<file path="src/sv/lpsc_pkg.sv">
// shared types and constants of the length-prefix to start-code converter
package lpsc_pkg;

  localparam int unsigned FifoDepth = 4;
  localparam int unsigned FifoAw    = $clog2(FifoDepth);

  localparam logic [1:0] PrefixReset  = 2'd3;
  localparam logic [7:0] StartCodeEnd = 8'h01;
  localparam logic [7:0] StartCodePad = 8'h00;
  localparam logic [4:0] TypeMask     = 5'h1f;
  localparam logic [0:0] RegPrefixIdx = 1'b0;

  typedef enum logic [1:0] {
    CMD_STATUS,
    CMD_START,
    CMD_DATA
  } lpsc_kind_e;

  typedef struct packed {
    lpsc_kind_e  kind;
    logic [7:0]  data_byte;
    logic [4:0]  unit_type;
    logic        sample_done;
    logic        sample_status;
  } lpsc_cmd_t;

  typedef struct packed {
    logic full;
    logic empty;
  } lpsc_fifo_stat_t;

endpackage

</file>
<file path="src/sv/lpsc_front.sv">
// front part: parses length prefixes and classifies each input word into a command
module lpsc_front (
  input  logic                clk_i,
  input  logic                rst_ni,
  input  logic [1:0]          prefix_bytes_minus_one_i,
  input  logic                accept_i,
  input  logic [7:0]          data_byte_i,
  input  logic                sample_last_i,
  output logic                push_o,
  output lpsc_pkg::lpsc_cmd_t cmd_o
);

  logic        in_payload_q, in_payload_d;
  logic        first_q, first_d;
  logic [1:0]  prefix_count_q, prefix_count_d;
  logic [31:0] length_accum_q, length_accum_d;
  logic [31:0] payload_left_q, payload_left_d;
  logic [4:0]  current_type_q, current_type_d;
  logic [31:0] accum_next;
  logic [4:0]  type_now;

  always_ff @(posedge clk_i or negedge rst_ni) begin
    if (!rst_ni) begin
      in_payload_q   <= 1'b0;
      first_q        <= 1'b0;
      prefix_count_q <= 2'd0;
      length_accum_q <= 32'd0;
      payload_left_q <= 32'd0;
      current_type_q <= 5'd0;
    end else begin
      in_payload_q   <= in_payload_d;
      first_q        <= first_d;
      prefix_count_q <= prefix_count_d;
      length_accum_q <= length_accum_d;
      payload_left_q <= payload_left_d;
      current_type_q <= current_type_d;
    end
  end

  always_comb begin
    in_payload_d   = in_payload_q;
    first_d        = first_q;
    prefix_count_d = prefix_count_q;
    length_accum_d = length_accum_q;
    payload_left_d = payload_left_q;
    current_type_d = current_type_q;
    push_o         = 1'b0;
    cmd_o          = '{kind: lpsc_pkg::CMD_STATUS, data_byte: 8'd0, unit_type: 5'd0,
                       sample_done: 1'b0, sample_status: 1'b0};
    accum_next     = {length_accum_q[23:0], data_byte_i};
    type_now       = first_q ? (data_byte_i[4:0] & lpsc_pkg::TypeMask) : current_type_q;

    if (accept_i) begin
      if (in_payload_q) begin
        push_o              = 1'b1;
        cmd_o.kind          = lpsc_pkg::CMD_DATA;
        cmd_o.data_byte     = data_byte_i;
        cmd_o.unit_type     = type_now;
        cmd_o.sample_done   = sample_last_i;
        cmd_o.sample_status = sample_last_i && (payload_left_q != 32'd1);
        if (sample_last_i || payload_left_q == 32'd1) begin
          in_payload_d   = 1'b0;
          first_d        = 1'b0;
          prefix_count_d = 2'd0;
          length_accum_d = 32'd0;
          payload_left_d = 32'd0;
          current_type_d = 5'd0;
        end else begin
          first_d        = 1'b0;
          payload_left_d = payload_left_q - 32'd1;
          current_type_d = type_now;
        end
      end else if (prefix_count_q >= prefix_bytes_minus_one_i) begin
        push_o         = 1'b1;
        prefix_count_d = 2'd0;
        length_accum_d = 32'd0;
        if (sample_last_i) begin
          cmd_o.kind        = lpsc_pkg::CMD_STATUS;
          cmd_o.sample_done = 1'b1;
        end else begin
          cmd_o.kind = lpsc_pkg::CMD_START;
          if (accum_next != 32'd0) begin
            in_payload_d   = 1'b1;
            first_d        = 1'b1;
            payload_left_d = accum_next;
          end
        end
      end else if (sample_last_i) begin
        push_o            = 1'b1;
        cmd_o.kind        = lpsc_pkg::CMD_STATUS;
        cmd_o.sample_done = 1'b1;
        prefix_count_d    = 2'd0;
        length_accum_d    = 32'd0;
      end else begin
        prefix_count_d = prefix_count_q + 2'd1;
        length_accum_d = accum_next;
      end
    end
  end

endmodule

</file>
<file path="src/sv/lpsc_fifo.sv">
// short command queue between front and back parts
module lpsc_fifo (
  input  logic                      clk_i,
  input  logic                      rst_ni,
  input  logic                      push_i,
  input  lpsc_pkg::lpsc_cmd_t       push_cmd_i,
  input  logic                      pop_i,
  output lpsc_pkg::lpsc_cmd_t       head_o,
  output lpsc_pkg::lpsc_fifo_stat_t stat_o
);

  localparam int unsigned Aw = lpsc_pkg::FifoAw;

  lpsc_pkg::lpsc_cmd_t mem_q [lpsc_pkg::FifoDepth];
  logic [Aw-1:0] wr_ptr_q, wr_ptr_d;
  logic [Aw-1:0] rd_ptr_q, rd_ptr_d;
  logic [Aw:0]   count_q, count_d;
  logic          do_push, do_pop;

  assign stat_o.full  = (count_q == Aw'(0) + (Aw+1)'(lpsc_pkg::FifoDepth));
  assign stat_o.empty = (count_q == '0);
  assign do_push      = push_i && !stat_o.full;
  assign do_pop       = pop_i && !stat_o.empty;
  assign head_o       = mem_q[rd_ptr_q];

  always_comb begin
    wr_ptr_d = do_push ? wr_ptr_q + Aw'(1) : wr_ptr_q;
    rd_ptr_d = do_pop ? rd_ptr_q + Aw'(1) : rd_ptr_q;
    count_d  = count_q;
    if (do_push && !do_pop) begin
      count_d = count_q + (Aw+1)'(1);
    end else if (do_pop && !do_push) begin
      count_d = count_q - (Aw+1)'(1);
    end
  end

  always_ff @(posedge clk_i or negedge rst_ni) begin
    if (!rst_ni) begin
      wr_ptr_q <= '0;
      rd_ptr_q <= '0;
      count_q  <= '0;
    end else begin
      wr_ptr_q <= wr_ptr_d;
      rd_ptr_q <= rd_ptr_d;
      count_q  <= count_d;
    end
  end

  always_ff @(posedge clk_i) begin
    if (do_push) begin
      mem_q[wr_ptr_q] <= push_cmd_i;
    end
  end

endmodule

</file>
<file path="src/sv/lpsc_back.sv">
// back part: expands commands into output words behind an output register
module lpsc_back (
  input  logic                clk_i,
  input  logic                rst_ni,
  input  logic                head_valid_i,
  input  lpsc_pkg::lpsc_cmd_t head_i,
  output logic                pop_o,
  output logic                m_axis_tvalid_o,
  input  logic                m_axis_tready_i,
  output logic [7:0]          m_axis_tdata_o,
  output logic                m_axis_tlast_o,
  output logic [7:0]          m_axis_tuser_o
);

  logic       out_valid_q, out_valid_d;
  logic [7:0] out_data_q, out_data_d;
  logic       out_last_q, out_last_d;
  logic [7:0] out_user_q, out_user_d;
  logic [1:0] beat_q, beat_d;
  logic       load;

  assign m_axis_tvalid_o = out_valid_q;
  assign m_axis_tdata_o  = out_data_q;
  assign m_axis_tlast_o  = out_last_q;
  assign m_axis_tuser_o  = out_user_q;

  always_comb begin
    load        = head_valid_i && (!out_valid_q || m_axis_tready_i);
    out_valid_d = out_valid_q;
    out_data_d  = out_data_q;
    out_last_d  = out_last_q;
    out_user_d  = out_user_q;
    beat_d      = beat_q;
    pop_o       = 1'b0;

    if (out_valid_q && m_axis_tready_i) begin
      out_valid_d = 1'b0;
    end

    if (load) begin
      out_valid_d = 1'b1;
      case (head_i.kind)
        lpsc_pkg::CMD_START: begin
          out_data_d = (beat_q == 2'd3) ? lpsc_pkg::StartCodeEnd : lpsc_pkg::StartCodePad;
          out_last_d = (beat_q == 2'd3);
          out_user_d = {1'b0, 1'b0, 5'd0, 1'b1};
          pop_o      = (beat_q == 2'd3);
          beat_d     = beat_q + 2'd1;
        end
        lpsc_pkg::CMD_DATA: begin
          out_data_d = head_i.data_byte;
          out_last_d = 1'b1;
          out_user_d = {head_i.sample_status, head_i.sample_done, head_i.unit_type, 1'b1};
          pop_o      = 1'b1;
          beat_d     = 2'd0;
        end
        default: begin
          out_data_d = 8'd0;
          out_last_d = 1'b1;
          out_user_d = {1'b0, 1'b1, 5'd0, 1'b0};
          pop_o      = 1'b1;
          beat_d     = 2'd0;
        end
      endcase
    end
  end

  always_ff @(posedge clk_i or negedge rst_ni) begin
    if (!rst_ni) begin
      out_valid_q <= 1'b0;
      beat_q      <= 2'd0;
    end else begin
      out_valid_q <= out_valid_d;
      beat_q      <= beat_d;
    end
  end

  always_ff @(posedge clk_i) begin
    out_data_q <= out_data_d;
    out_last_q <= out_last_d;
    out_user_q <= out_user_d;
  end

endmodule

</file>
<file path="src/sv/length_prefix_to_start_code.sv">
// top level of the length-prefix to start-code converter
//
// input stream: one sample byte per word on s_axis, tlast on the sample's final byte
// output stream: start code and payload bytes on m_axis, one byte per word;
//   tlast closes the words caused by one input word, tuser carries byte_valid,
//   unit_type, sample_done and sample_status
// apb register 0: prefix_bytes_minus_one (reset 3), write only while idle
// each input word is classified combinationally, and the command it yields, if any, is
// queued in the same cycle; a completed prefix becomes four start code words, a payload
// byte one word, and a dropped prefix at the end of a sample one status word with no byte
// path: an input word's command is written into the queue, then loaded into the output register
// throughput: one input word per cycle while the queue has room and the output takes
//   one word per cycle; each start code goes out as four words through the single output
//   register, and the four-entry queue absorbs those bursts
// reset clears the parser, the queue and the output register; the prefix
//   size returns to four bytes
// when the receiver stalls the output word holds, the queue fills and
//   s_axis_tready drops once all four entries are taken
module length_prefix_to_start_code (
  input  logic        clk_i,
  input  logic        rst_ni,
  input  logic        psel,
  input  logic        penable,
  input  logic        pwrite,
  input  logic [2:0]  paddr,
  input  logic [31:0] pwdata,
  output logic [31:0] prdata,
  output logic        pready,
  input  logic        s_axis_tvalid,
  output logic        s_axis_tready,
  input  logic [7:0]  s_axis_tdata,   // data_byte
  input  logic        s_axis_tlast,
  output logic        m_axis_tvalid,
  input  logic        m_axis_tready,
  output logic [7:0]  m_axis_tdata,   // out_byte
  output logic        m_axis_tlast,
  output logic [7:0]  m_axis_tuser    // byte_valid, unit_type[4:0], sample_done, sample_status
);

  logic [1:0]                prefix_q, prefix_d;
  logic                      cfg_write;
  logic                      accept;
  logic                      push;
  logic                      pop;
  lpsc_pkg::lpsc_cmd_t       push_cmd;
  lpsc_pkg::lpsc_cmd_t       head;
  lpsc_pkg::lpsc_fifo_stat_t fifo_stat;

  assign pready    = 1'b1;
  assign cfg_write = psel && penable && pwrite && pready && (paddr[2] == lpsc_pkg::RegPrefixIdx);
  assign prefix_d  = cfg_write ? pwdata[1:0] : prefix_q;
  assign prdata    = (paddr[2] == lpsc_pkg::RegPrefixIdx) ? {30'd0, prefix_q} : 32'd0;

  always_ff @(posedge clk_i or negedge rst_ni) begin
    if (!rst_ni) begin
      prefix_q <= lpsc_pkg::PrefixReset;
    end else begin
      prefix_q <= prefix_d;
    end
  end

  assign s_axis_tready = !fifo_stat.full;
  assign accept        = s_axis_tvalid && s_axis_tready;

  lpsc_front u_front (
    .clk_i                    (clk_i),
    .rst_ni                   (rst_ni),
    .prefix_bytes_minus_one_i (prefix_q),
    .accept_i                 (accept),
    .data_byte_i              (s_axis_tdata),
    .sample_last_i            (s_axis_tlast),
    .push_o                   (push),
    .cmd_o                    (push_cmd)
  );

  lpsc_fifo u_fifo (
    .clk_i      (clk_i),
    .rst_ni     (rst_ni),
    .push_i     (push),
    .push_cmd_i (push_cmd),
    .pop_i      (pop),
    .head_o     (head),
    .stat_o     (fifo_stat)
  );

  lpsc_back u_back (
    .clk_i           (clk_i),
    .rst_ni          (rst_ni),
    .head_valid_i    (!fifo_stat.empty),
    .head_i          (head),
    .pop_o           (pop),
    .m_axis_tvalid_o (m_axis_tvalid),
    .m_axis_tready_i (m_axis_tready),
    .m_axis_tdata_o  (m_axis_tdata),
    .m_axis_tlast_o  (m_axis_tlast),
    .m_axis_tuser_o  (m_axis_tuser)
  );

  // a status word without a byte always ends its run and its sample
  assert property (@(posedge clk_i) disable iff (!rst_ni)
    m_axis_tvalid && !m_axis_tuser[0] |-> m_axis_tlast && m_axis_tuser[6] &&
      m_axis_tdata == 8'd0 && !m_axis_tuser[7])
    else $error("status word malformed");

  // truncation is only reported on a sample's final word
  assert property (@(posedge clk_i) disable iff (!rst_ni)
    m_axis_tvalid && m_axis_tuser[7] |-> m_axis_tuser[6] && m_axis_tlast)
    else $error("truncation flag without sample end");

  // a word the queue cannot take is never pushed
  assert property (@(posedge clk_i) disable iff (!rst_ni)
    push |-> !fifo_stat.full)
    else $error("push into full queue");

endmodule
</file>
<file path="config.mk">
export PLATFORM = sky130hd
export DESIGN_NAME = length_prefix_to_start_code
export DESIGN_NICKNAME = d
export VERILOG_FILES = /design/src/sv/lpsc_pkg.sv /design/src/sv/lpsc_front.sv /design/src/sv/lpsc_fifo.sv /design/src/sv/lpsc_back.sv /design/src/sv/length_prefix_to_start_code.sv
export SDC_FILE = /design/constraint.sdc
export NUM_CORES = 1
export LEC_CHECK = 0
export ABC_AREA = 0
export BUFFER_PORTS_ARGS = -buffer_cell sky130_fd_sc_hd__buf_2
export CORE_ASPECT_RATIO = 1.5
export CORE_UTILIZATION = 55
export CTS_CLUSTER_DIAMETER = 200
export DETAILED_ROUTE_END_ITERATION = 10
export GPL_ROUTABILITY_DRIVEN = 0
export PLACE_DENSITY = 0.82
export SYNTH_ARGS = -nofsm -noshare
export SYNTH_HDL_FRONTEND = slang
export SYNTH_SLANG_ARGS = --single-unit
export TNS_END_PERCENT = 100
</file>
<file path="constraint.sdc">
create_clock -name clk_i -period 5.48 [get_ports clk_i]
set_input_delay 0.822 -clock clk_i [delete_from_list [all_inputs] [get_ports clk_i]]
set_output_delay 0.822 -clock clk_i [all_outputs]
set_load 0.01 [all_outputs]
</file>
==> Flow_metrics.wiki <==
{| class="wikitable"
! Metric !! Value
|-
| Share of synthesized area occupied by flip-flops and latches || 57.84%
|-
| Endpoints failing hold || 0
|-
| Overall track demand over capacity in global routing || 25.19%
|-
| Maximum fanout along the worst path || 31
|-
| TritonCTS buffer count || 17
|-
| LEAKAGE || 3.465 nW
|-
| Detail-routed via count per cell || 6.701
|-
| P&R area growth vs syn || 8.849%
|-
| Mapped Cells || 616
|-
| Ys flop type || sky130_fd_sc_hd__edfxtp_1
|-
| Total of buffers placed on input and output ports || 39
|-
| FF-to-FF Start || u_fifo.count_q[0]$_DFFE_PN0P_
|-
| Total half-perimeter wirelength after legalization and detailed placement || 11790 um
|-
| Number of buffers inserted for hold repair after clock tree synthesis || 0
|-
| Final core utilization || 62.03%
|-
| CTS root buf || sky130_fd_sc_hd__clkbuf_16
|-
| Maximum level of the CTS H-tree || 4
|-
| Via count of the first global-routing pass || 5375
|-
| Flip-flop and latch count after synthesis || 162
|-
| Number of antenna cells inserted || 0
|-
| Floorplan die height || 147.4 um
|-
| Post-route ant nets || 0
|-
| Required time of the critical path || 5.72 ns
|-
| Wire length after detailed routing || 17670 um
|-
| Maximum achievable frequency || 293.2 MHz
|-
| Number of flops mapped to enable cells by yosys || 85
|-
| Die Outline Area || 14580 sq um
|-
| DRT Pass-1 Iters || 5
|-
| Path type of the worst min-delay path || flop to flop
|-
| Average cell area after synthesis || 12.58 sq um
|-
| Maximum clock insertion buffer count || 2
|-
| Type of the setup path with the least slack || flop to flop
|-
| Actual slew at the worst max-slew pin || 1.167 ns
|-
| Crit path max-delay cell type || sky130_fd_sc_hd__and2_1
|-
| Post-route DRC violation count || 0
|-
| Share of post-route cells with drive strength above 1 || 16.23%
|-
| Type of destination of the critical path || flop
|-
| Post-Route Setup TNS || 0 ns
|-
| Final period util || 62.25%
|-
| Per-cell routed wire length || 21.68 um
|-
| Hold-critical path depth || 1
|-
| Slack of the worst reg-to-reg path || 2.07 ns
|-
| Initial antenna violation count || 0
|-
| Post-cts sizing count || 0
|-
| Crit start category || flop
|-
| Global-route wire length before repair || 27570 um
|-
| Initial Utilization || 56.98%
|-
| Unrepaired setup endpoints after global routing || no
|-
| Clk_lat worst skew || 0.42 ns
|-
| Outcome || finished clean
|-
| Warnings from Yosys || 0
|-
| Vias || 5461
|-
| Fin. max-slew vios || 0
|-
| Start point of the worst hold path || u_back.beat_q[0]$_DFFE_PN0N_
|-
| Setup Viol. Count Final || 0
|-
| Netlist Area Pre-Place || 7749 sq um
|-
| Core Box Area || 13600 sq um
|-
| FF-to-FF path depth || 6
|-
| Clk sink count || 162
|-
| Top Ports || 103
|-
| Die Wd || 98.92 um
|-
| Worst setup timing slack at the placement stage || 1.977 ns
|-
| Post-synthesis async set-or-reset flop share || 47.53%
|-
| Largest clock skew in the final design || 0.008586 ns
|-
| Largest net degree at the start of global routing || 78
|-
| Net count reported at finish || 704
|-
| Cells along the critical path || or3b_1 -> and2_0 -> o2111ai_2 -> buf_4 -> and2_1 -> o221ai_1
|-
| Endpoint of the worst-slack reg-to-reg timing path || u_front.payload_left_q[23]$_DFFE_PN0P_
|-
| Clk pin slew, worst setup/hold paths || 0.06 ns
|-
| Standard-cell rows || 52
|-
| Normalized max-slew margin || 22.21%
|-
| Number of distinct standard cells referenced by the synthesized netlist || 61
|-
| Post-CTS setup buffers || 0
|-
| Total of max-cap violations || 0
|-
| Largest voltage drop on the vdd net || 0.4358 mV
|-
| Initial DRC count || 592
|-
| Worst Path Arrival || 3.65 ns
|-
| WHS Endpoint || u_back.beat_q[0]$_DFFE_PN0N_
|-
| Post-route setup slack || 2.069 ns
|-
| Gr ovfl total || 0
|-
| Clock tree from TritonCTS || done
|-
| Period minus WS final || 3.411 ns
|-
| Cell area power density || 588.9 nW/um^2
|-
| Largest stage delay on the critical path || 0.97 ns
|}
==> power breakdown <==
group	internal [mW]	leakage (nW)	switching, mW
clock	0.621	0.256	0.442
sequential	1.70	1.84	0.266
combinational	0.737	1.37	1.20
==> Yosys cell counts, drive strengths merged (5+ instances only) <==
library cell,number,area share (%)
a32oi,15,1.7
a22oi,27,2.6
edfxtp,85,33
buf,41,3.8
o22ai,17,1.4
nor4,17,1.6
o211ai,6,0.58
mux4,17,4.9
clkbuf,26,1.3
nand2,17,0.86
nand3,21,1.4
nor3,11,0.71
dfrtp,75,24
o21ai,7,0.45
a2bb2oi,7,0.79
and2,10,0.81
or3,5,0.40
nor2,25,1.2
mux2i,9,1.2
ha,12,1.9
nand4,6,0.48
inv,36,1.7
or4,7,0.73
and3,27,2.2
a22o,29,3.3
==> metal layers <==
layer | vias up | global-route usage, % | wire (um)
met4 | 0 | 14.63 | 818
met2 | 324 | 44.51 | 9372
met5 | - | 0 | 0
li1 | 2371 | - | -
met3 | 81 | 4.728 | 1135
met1 | 2685 | 28.26 | 6347
==> cells by family after synthesis <==
group / count (synthesis) / share of synthesized area (%)
other cells: 2 / 0.09692
simple gates: 165 / 12.21
flops: 162 / 57.84
mux: 30 / 6.685
compound gates: 134 / 13.43
fa+ha+maj: 13 / 2.196
xor+xnor: 6 / 0.6783
buf+inv: 104 / 6.862
==> cell usage in the layout (no fill, tap or decap), types with 9 or more instances in the layout <==
cell type,count
sky130_fd_sc_hd__nor3_1,11
sky130_fd_sc_hd__a32oi_1,15
sky130_fd_sc_hd__mux2i_1,9
sky130_fd_sc_hd__a22oi_1,27
sky130_fd_sc_hd__edfxtp_1,85
sky130_fd_sc_hd__buf_2,38
sky130_fd_sc_hd__and3_1,27
sky130_fd_sc_hd__mux4_2,17
sky130_fd_sc_hd__nor4_1,16
sky130_fd_sc_hd__and2_1,9
sky130_fd_sc_hd__a22o_1,29
sky130_fd_sc_hd__inv_1,36
sky130_fd_sc_hd__ha_1,12
sky130_fd_sc_hd__nand2_1,16
sky130_fd_sc_hd__conb_1,31
sky130_fd_sc_hd__nand3_1,20
sky130_fd_sc_hd__clkbuf_16,17
sky130_fd_sc_hd__nor2_1,25
sky130_fd_sc_hd__o22ai_1,17
sky130_fd_sc_hd__dfrtp_1,75
==> how the worst max path moves through the flow <==
stage / end / cells after the start / start
4_1_cts: u_front.payload_left_q[4]$_DFFE_PN0P_ / 6 / u_fifo.count_q[0]$_DFFE_PN0P_
3_5_place_dp: u_front.payload_left_q[26]$_DFFE_PN0P_ / 7 / s_axis_tdata[3]
5_1_grt: u_front.payload_left_q[23]$_DFFE_PN0P_ / 6 / u_fifo.count_q[0]$_DFFE_PN0P_
6_report: u_front.payload_left_q[23]$_DFFE_PN0P_ / 6 / u_fifo.count_q[0]$_DFFE_PN0P_
3_3_place_gp: u_front.payload_left_q[20]$_DFFE_PN0P_ / 7 / s_axis_tdata[0]
2_1_floorplan: u_fifo.count_q[1]$_DFFE_PN0P_ / 7 / m_axis_tready
==> area by class of cell <==
| type | count | area [sq um] |
|---|---|---|
| Multi-Input combinational cell | 379 | 2860 |
| Tap cell | 162 | 202.7 |
| Clock buffer | 24 | 451.7 |
| Sequential cell | 162 | 4482 |
| Clock inverter | 8 | 71.32 |
| Timing Repair Buffer | 43 | 227.7 |
| Fill cell | 1010 | 5164 |
| Inverter | 37 | 138.9 |
==> sequential cells by signal, summed over array words and instances, names as in the netlist, 2 cells and up <==
signal                  cells
u_fifo.mem_q               68
u_front.payload_left_q     32
u_front.length_accum_q     24
u_back.m_axis_tdata_o       8
u_back.m_axis_tuser_o       8
u_front.current_type_q      5
u_fifo.count_q              3
prefix_q                    2
u_back.beat_q               2
u_fifo.rd_ptr_q             2
u_fifo.wr_ptr_q             2
u_front.prefix_count_q      2
==> worst max-delay path: cells and delay by family (launching register included) <==
kind	cells	cell delay (ns)
DFF	1	0.43
and+or+nand+nor	3	1.96
buffers and inverters	1	0.37
AOI/OAI and AO/OA	2	0.46
==> metrics by stage <==
step	power (mW)	hold slack, ns	std cells	instance area [sq um]
2_1_floorplan	3.372	0.4554	645	7858
3_3_place_gp	3.749	0.4669	783	7911
3_5_place_dp	3.872	0.4814	783	7911
4_1_cts	4.948	0.4903	815	8434
5_1_grt	5.219	0.4997	815	8434
6_report	4.967	0.4900	815	8434
No activity file was read; power rests on OpenSTA's default activity.
